$ cat config.mk
export PLATFORM = sky130hd
export DESIGN_NAME = nmf_ctrl
export DESIGN_NICKNAME = d
export VERILOG_FILES = /design/src/rtl/nmf_pkg.sv /design/src/rtl/nmf_ctrl.sv
export SDC_FILE = /design/constraint.sdc
export NUM_CORES = 1
export LEC_CHECK = 0
export ABC_AREA = 1
export BUFFER_PORTS_ARGS = -buffer_cell sky130_fd_sc_hd__buf_2
export CAP_MARGIN = 20
export CORE_AREA = 2 2 39 41
export CTS_BUF_LIST = sky130_fd_sc_hd__clkbuf_8
export DETAILED_ROUTE_END_ITERATION = 7
export DIE_AREA = 0 0 41 43
export PLACE_DENSITY = 0.56
export SLEW_MARGIN = 40
export SYNTH_ARGS = -nofsm -noshare
export SYNTH_HDL_FRONTEND = slang
export SYNTH_SLANG_ARGS = --single-unit
export TNS_END_PERCENT = 10
$ cat constraint.sdc
create_clock -name clk -period 1.4 [get_ports clk]
set_input_delay 0.21 -clock clk [delete_from_list [all_inputs] [get_ports clk]]
set_output_delay 0.21 -clock clk [all_outputs]
set_load 0.05 [all_outputs]
$ cat src/rtl/nmf_pkg.sv
// Shared constants, types and helpers for the neighbourhood mean filter.
package nmf_pkg;

    localparam int MAX_RADIUS = 7;
    localparam int MAX_WIDTH  = 1024;
    localparam int LINE_ROWS  = 2 * MAX_RADIUS + 1;
    localparam int LINE_DEPTH = LINE_ROWS * MAX_WIDTH;
    localparam int COL_W      = $clog2(MAX_WIDTH);
    localparam int SLOT_W     = $clog2(LINE_ROWS);
    localparam int ADDR_W     = $clog2(LINE_DEPTH);
    localparam int ROW_W      = 16;
    localparam int WIDTH_W    = 11;
    localparam int WIN_W      = $clog2(2 * MAX_RADIUS + 1);
    localparam int SUM_W      = 16;
    localparam int CNT_W      = 8;
    localparam int REM_W      = SUM_W + 1;
    localparam int DEN_W      = CNT_W + 1;

    // Neighbourhood shapes
    localparam logic [2:0] MODE_HORIZ  = 3'd0;
    localparam logic [2:0] MODE_VERT   = 3'd1;
    localparam logic [2:0] MODE_CROSS  = 3'd2;
    localparam logic [2:0] MODE_DIAG   = 3'd3;
    localparam logic [2:0] MODE_RING   = 3'd4;
    localparam logic [2:0] MODE_SQUARE = 3'd5;

    // Register indexes on the APB port
    localparam logic [1:0] REG_MODE   = 2'd0;
    localparam logic [1:0] REG_RADIUS = 2'd1;
    localparam logic [1:0] REG_WIDTH  = 2'd2;
    localparam logic [1:0] REG_HEIGHT = 2'd3;

    typedef enum logic [2:0] {
        ST_IDLE,
        ST_SCAN,
        ST_DRAIN,
        ST_DINIT,
        ST_DIV,
        ST_OUT
    } state_t;

    typedef struct packed {
        logic take;
        logic scan_step;
        logic div_init;
        logic div_step;
        logic load;
    } cmd_t;

    typedef struct packed {
        logic emit;
        logic scan_last;
        logic div_last;
    } status_t;

    typedef struct packed {
        logic [2:0]         mode;
        logic [2:0]         radius;
        logic [WIDTH_W-1:0] width;
        logic [ROW_W-1:0]   height;
    } cfg_t;

    // Is window position (k, j) part of the neighbourhood? Centre sits at (rad, rad).
    function automatic logic in_shape(input logic [2:0] mode, input logic [WIN_W-1:0] k,
                                      input logic [WIN_W-1:0] j, input logic [2:0] rad);
        logic dr0;
        logic dc0;
        logic [WIN_W:0] ksum;
        logic res;
        dr0  = (k == {1'b0, rad});
        dc0  = (j == {1'b0, rad});
        ksum = {1'b0, k} + {1'b0, j};
        case (mode)
            MODE_HORIZ: res = dr0 && !dc0;
            MODE_VERT:  res = dc0 && !dr0;
            MODE_CROSS: res = dr0 ^ dc0;
            MODE_DIAG:  res = !dr0 && ((k == j) || (ksum == {1'b0, rad, 1'b0}));
            MODE_RING:  res = !(dr0 && dc0);
            default:    res = 1'b1;
        endcase
        return res;
    endfunction

endpackage

$ cat src/rtl/nmf_ctrl.sv
// Sequencer: accepts a pixel, scans the window, runs the divider, presents the result.
module nmf_ctrl (
    input  logic             clk,
    input  logic             rst_n,
    input  logic             in_valid,
    output logic             in_stall,
    output logic             out_valid,
    input  logic             out_stall,
    input  nmf_pkg::status_t status,
    output nmf_pkg::cmd_t    cmd
);
    import nmf_pkg::*;

    state_t state_reg;
    state_t state_next;
    logic   out_full_reg;
    logic   out_full_next;

    // State register and output slot flag
    always_ff @(posedge clk or negedge rst_n)
    begin
        if (!rst_n)
        begin
            state_reg    <= ST_IDLE;
            out_full_reg <= 1'b0;
        end
        else
        begin
            state_reg    <= state_next;
            out_full_reg <= out_full_next;
        end
    end

    // Next state and commands
    always_comb
    begin
        state_next = state_reg;
        cmd        = '0;
        in_stall   = 1'b1;
        out_valid  = out_full_reg;
        unique case (state_reg)
            ST_IDLE:
            begin
                in_stall = 1'b0;
                cmd.take = in_valid;
                if (in_valid && status.emit)
                begin
                    state_next = ST_SCAN;
                end
            end
            ST_SCAN:
            begin
                cmd.scan_step = 1'b1;
                if (status.scan_last)
                begin
                    state_next = ST_DRAIN;
                end
            end
            ST_DRAIN:
            begin
                state_next = ST_DINIT;
            end
            ST_DINIT:
            begin
                cmd.div_init = 1'b1;
                state_next   = ST_DIV;
            end
            ST_DIV:
            begin
                cmd.div_step = 1'b1;
                if (status.div_last)
                begin
                    state_next = ST_OUT;
                end
            end
            ST_OUT:
            begin
                // Move the mean into the output slot once it is free
                if (!out_full_reg || !out_stall)
                begin
                    cmd.load   = 1'b1;
                    state_next = ST_IDLE;
                end
            end
            default:
            begin
                state_next = ST_IDLE;
            end
        endcase
        // Output slot: emptied by the receiver, filled by a load
        out_full_next = out_full_reg;
        if (out_full_reg && !out_stall)
        begin
            out_full_next = 1'b0;
        end
        if (cmd.load)
        begin
            out_full_next = 1'b1;
        end
    end

endmodule

==> impl_results.md <==
- H-tree levels: 1
- Crit path DAT: 1.17 ns
- Syn nets: 52
- Syn Area/Cell: 6.78 um2
- Endpoint class of the critical path: output pin
- Most frequent cells in the layout: nand2_1 (11), buf_2 (8), inv_1 (7)
- Clk_skew: 0.00154 ns
- Share of cells above drive strength 1: 50.8%
- Synth-to-Final Area Change: 64.8%
- Commonest non-fill, non-tap cell in the layout: nand2_1
- Clock period minus worst slack: 1.38 ns
- Largest net degree at the start of global routing: 11
- Num CTS Buffers: 3
- End of the critical path: cmd[4]
- Worst reg2reg path depth: 7
- DRT Pass-1 Iters: 2
- GPL Wtd Cong: 0.674
- Final WL: 632 um
- ANT nets after route: 0
- Max FFs per register: 3
- Setup Crit Path Kind: flop to output pin
- Max-cap violations: 0
- Worst skew pair latency: 0.21 ns
- R2r setup slk: 0.20 ns
- Peak VDD IR: 564 uV
- Startpoint types: flop
- Crit share post-route: 98.4%
- Warnings, synthesis: 0
- Worst-margin pin slew: 0.254 ns
- Clk slew on worst S/H paths: 0.03 ns
- Initial antenna violation count: 0
- Number of clock sinks: 4
- Vias after detailed routing: 331
- Synth Register Bits: 4
- Initial Utilization: 22.1%
- CP max FO: 6
- Worst min path class: input pin to flop
- HPWL after DPL: 490 um
- FP Rows: 14
- Root buffer cell: clkbuf_8
- Die H: 43 um
- Fillers: 154
- Fmax: 726 MHz
- Post-Syn Instances: 45
- Dpl cells: 73
- Register area share after synthesis: 32.8%
- Placed Area: 388 um2
- Vias in the first global route: 267
- Slew HR: 83.2%
- DR WL/cell: 8.00 um
- Starting DRT DRC Count: 1
- Worst Setup SP: state_reg[1]
- Core Region: 1380 um2
- Worst r2r src: state_reg[2]
- Pwr per Cell Area: 2580 nW/um2
- First-pass GRT wire length: 910 um
- Post-layout nets: 72
- Leak pwr: 0.274 nW
- Clock buffer depth: 2
- Final hold viol count: 0
- Die area: 1760 um2
- Cell Area, Synth: 305 um2
- Unique masters post-synth: 15
- Unrepaired setup endpoints after global routing: yes
- Status: finished, final reports clean
- Final Cell Area: 503 um2
- Antenna diodes: 0
- Via density per instance: 4.19
- DRC: 0
- Slew Limit Fails: 0
- CTS tree: done
- Reg2reg end: state_reg[2]
- GRT overflow: 0
- Setup violations, final: 0
- Req. time, crit path: 1.19 ns
- Total GRT Usage: 7.88%
- I/O pin cnt: 14
- IO buf count: 13
- Die Wd: 41 um
- Non-Filler Instances: 79
metrics by stage:
stage / hold slack (ns) / power, W / TNS (ns) / worst slack [ns] / utilization, %
6_report: 0.273 / 0.00130 / 0 / 0.0221 / 36.3
5_1_grt: 0.322 / 0.00139 / -0.0408 / -0.0270 / 36.3
4_1_cts: 0.257 / 0.00120 / -0.0308 / -0.0308 / 32.9
3_5_place_dp: 0.0154 / 0.000915 / 0 / 0.106 / 28.0
3_3_place_gp: 0.0150 / 0.000913 / 0 / 0.135 / 28.0
2_1_floorplan: -0.0856 / 0.000791 / -0.356 / -0.356 / -
report_power, final:
| part | internal, W | total [W] | switching [W] |
|---|---|---|---|
| logic | 0.000279 | 0.000804 | 0.000525 |
| clock network | 0.000183 | 0.000238 | 0.0000552 |
| registers | 0.000170 | 0.000254 | 0.0000839 |
synthesized netlist by cell type (all sizes together):
master   n  area (um2)
nor2     9        53.8
o21ai    1        5.00
a21oi    2        10.0
nor3     1        5.00
buf      2        15.0
nand3b   1        7.51
dfrtp    4         100
inv      8        30.0
nand3    4        20.0
nand2   13        58.8
how the worst min path moves through the flow:
stage,startpoint,to,slack (ns),cells past startpoint
final,out_stall,out_valid,0.27,3
after global routing,out_stall,out_valid,0.32,3
after CTS,out_stall,out_valid,0.26,3
after detailed placement,rst_n,out_valid,0.02,1
after global placement,rst_n,out_valid,0.02,1
after floorplan,rst_n,out_valid,-0.09,0
cell type report:
cell class	instances	area (um2)	share of cell area, %
multi-input combinational	31	186	37.1
timing repair buffer	17	121	24.1
sequential	4	104	20.6
clock buffer	3	41.3	8.21
inverter	8	30.0	5.97
tap	16	20.0	3.98
logic make-up (layout without fill, tap and decap cells):
| kind of cell | Yosys count | after routing | share of synthesized area (%) |
|---|---|---|---|
| and+or+nand+nor | 28 | 28 | 47.5 |
| DFF | 4 | 4 | 32.8 |
| AOI/OAI and AO/OA | 3 | 3 | 4.92 |
| buffers and inverters | 10 | 28 | 14.8 |
routing by layer:
layer / global-route usage (%) / part of all wire [%] / vias up
li1: - / - / 173
met5: 0 / 0 / -
met2: 13.1 / 57 / 7
met3: 1.57 / 4.1 / 2
met4: 6.00 / 2.7 / 0
met1: 7.87 / 36 / 149
critical path, stage by stage (launching register included):
cell	delay, ns
dfrtp_2	0.45
nor2_4	0.18
nand2_4	0.09
nor2_4	0.09
buf_8	0.15
timing repair:
item,in CTS,in global routing
pin swaps,0,2
setup buffers,0,2
endpoints found under the setup margin,4,6
hold endpoints to repair,4,0
hold buffers,1,0
gates cloned,0,0
resized for setup,6,10
(Power assumes the default switching activity.)
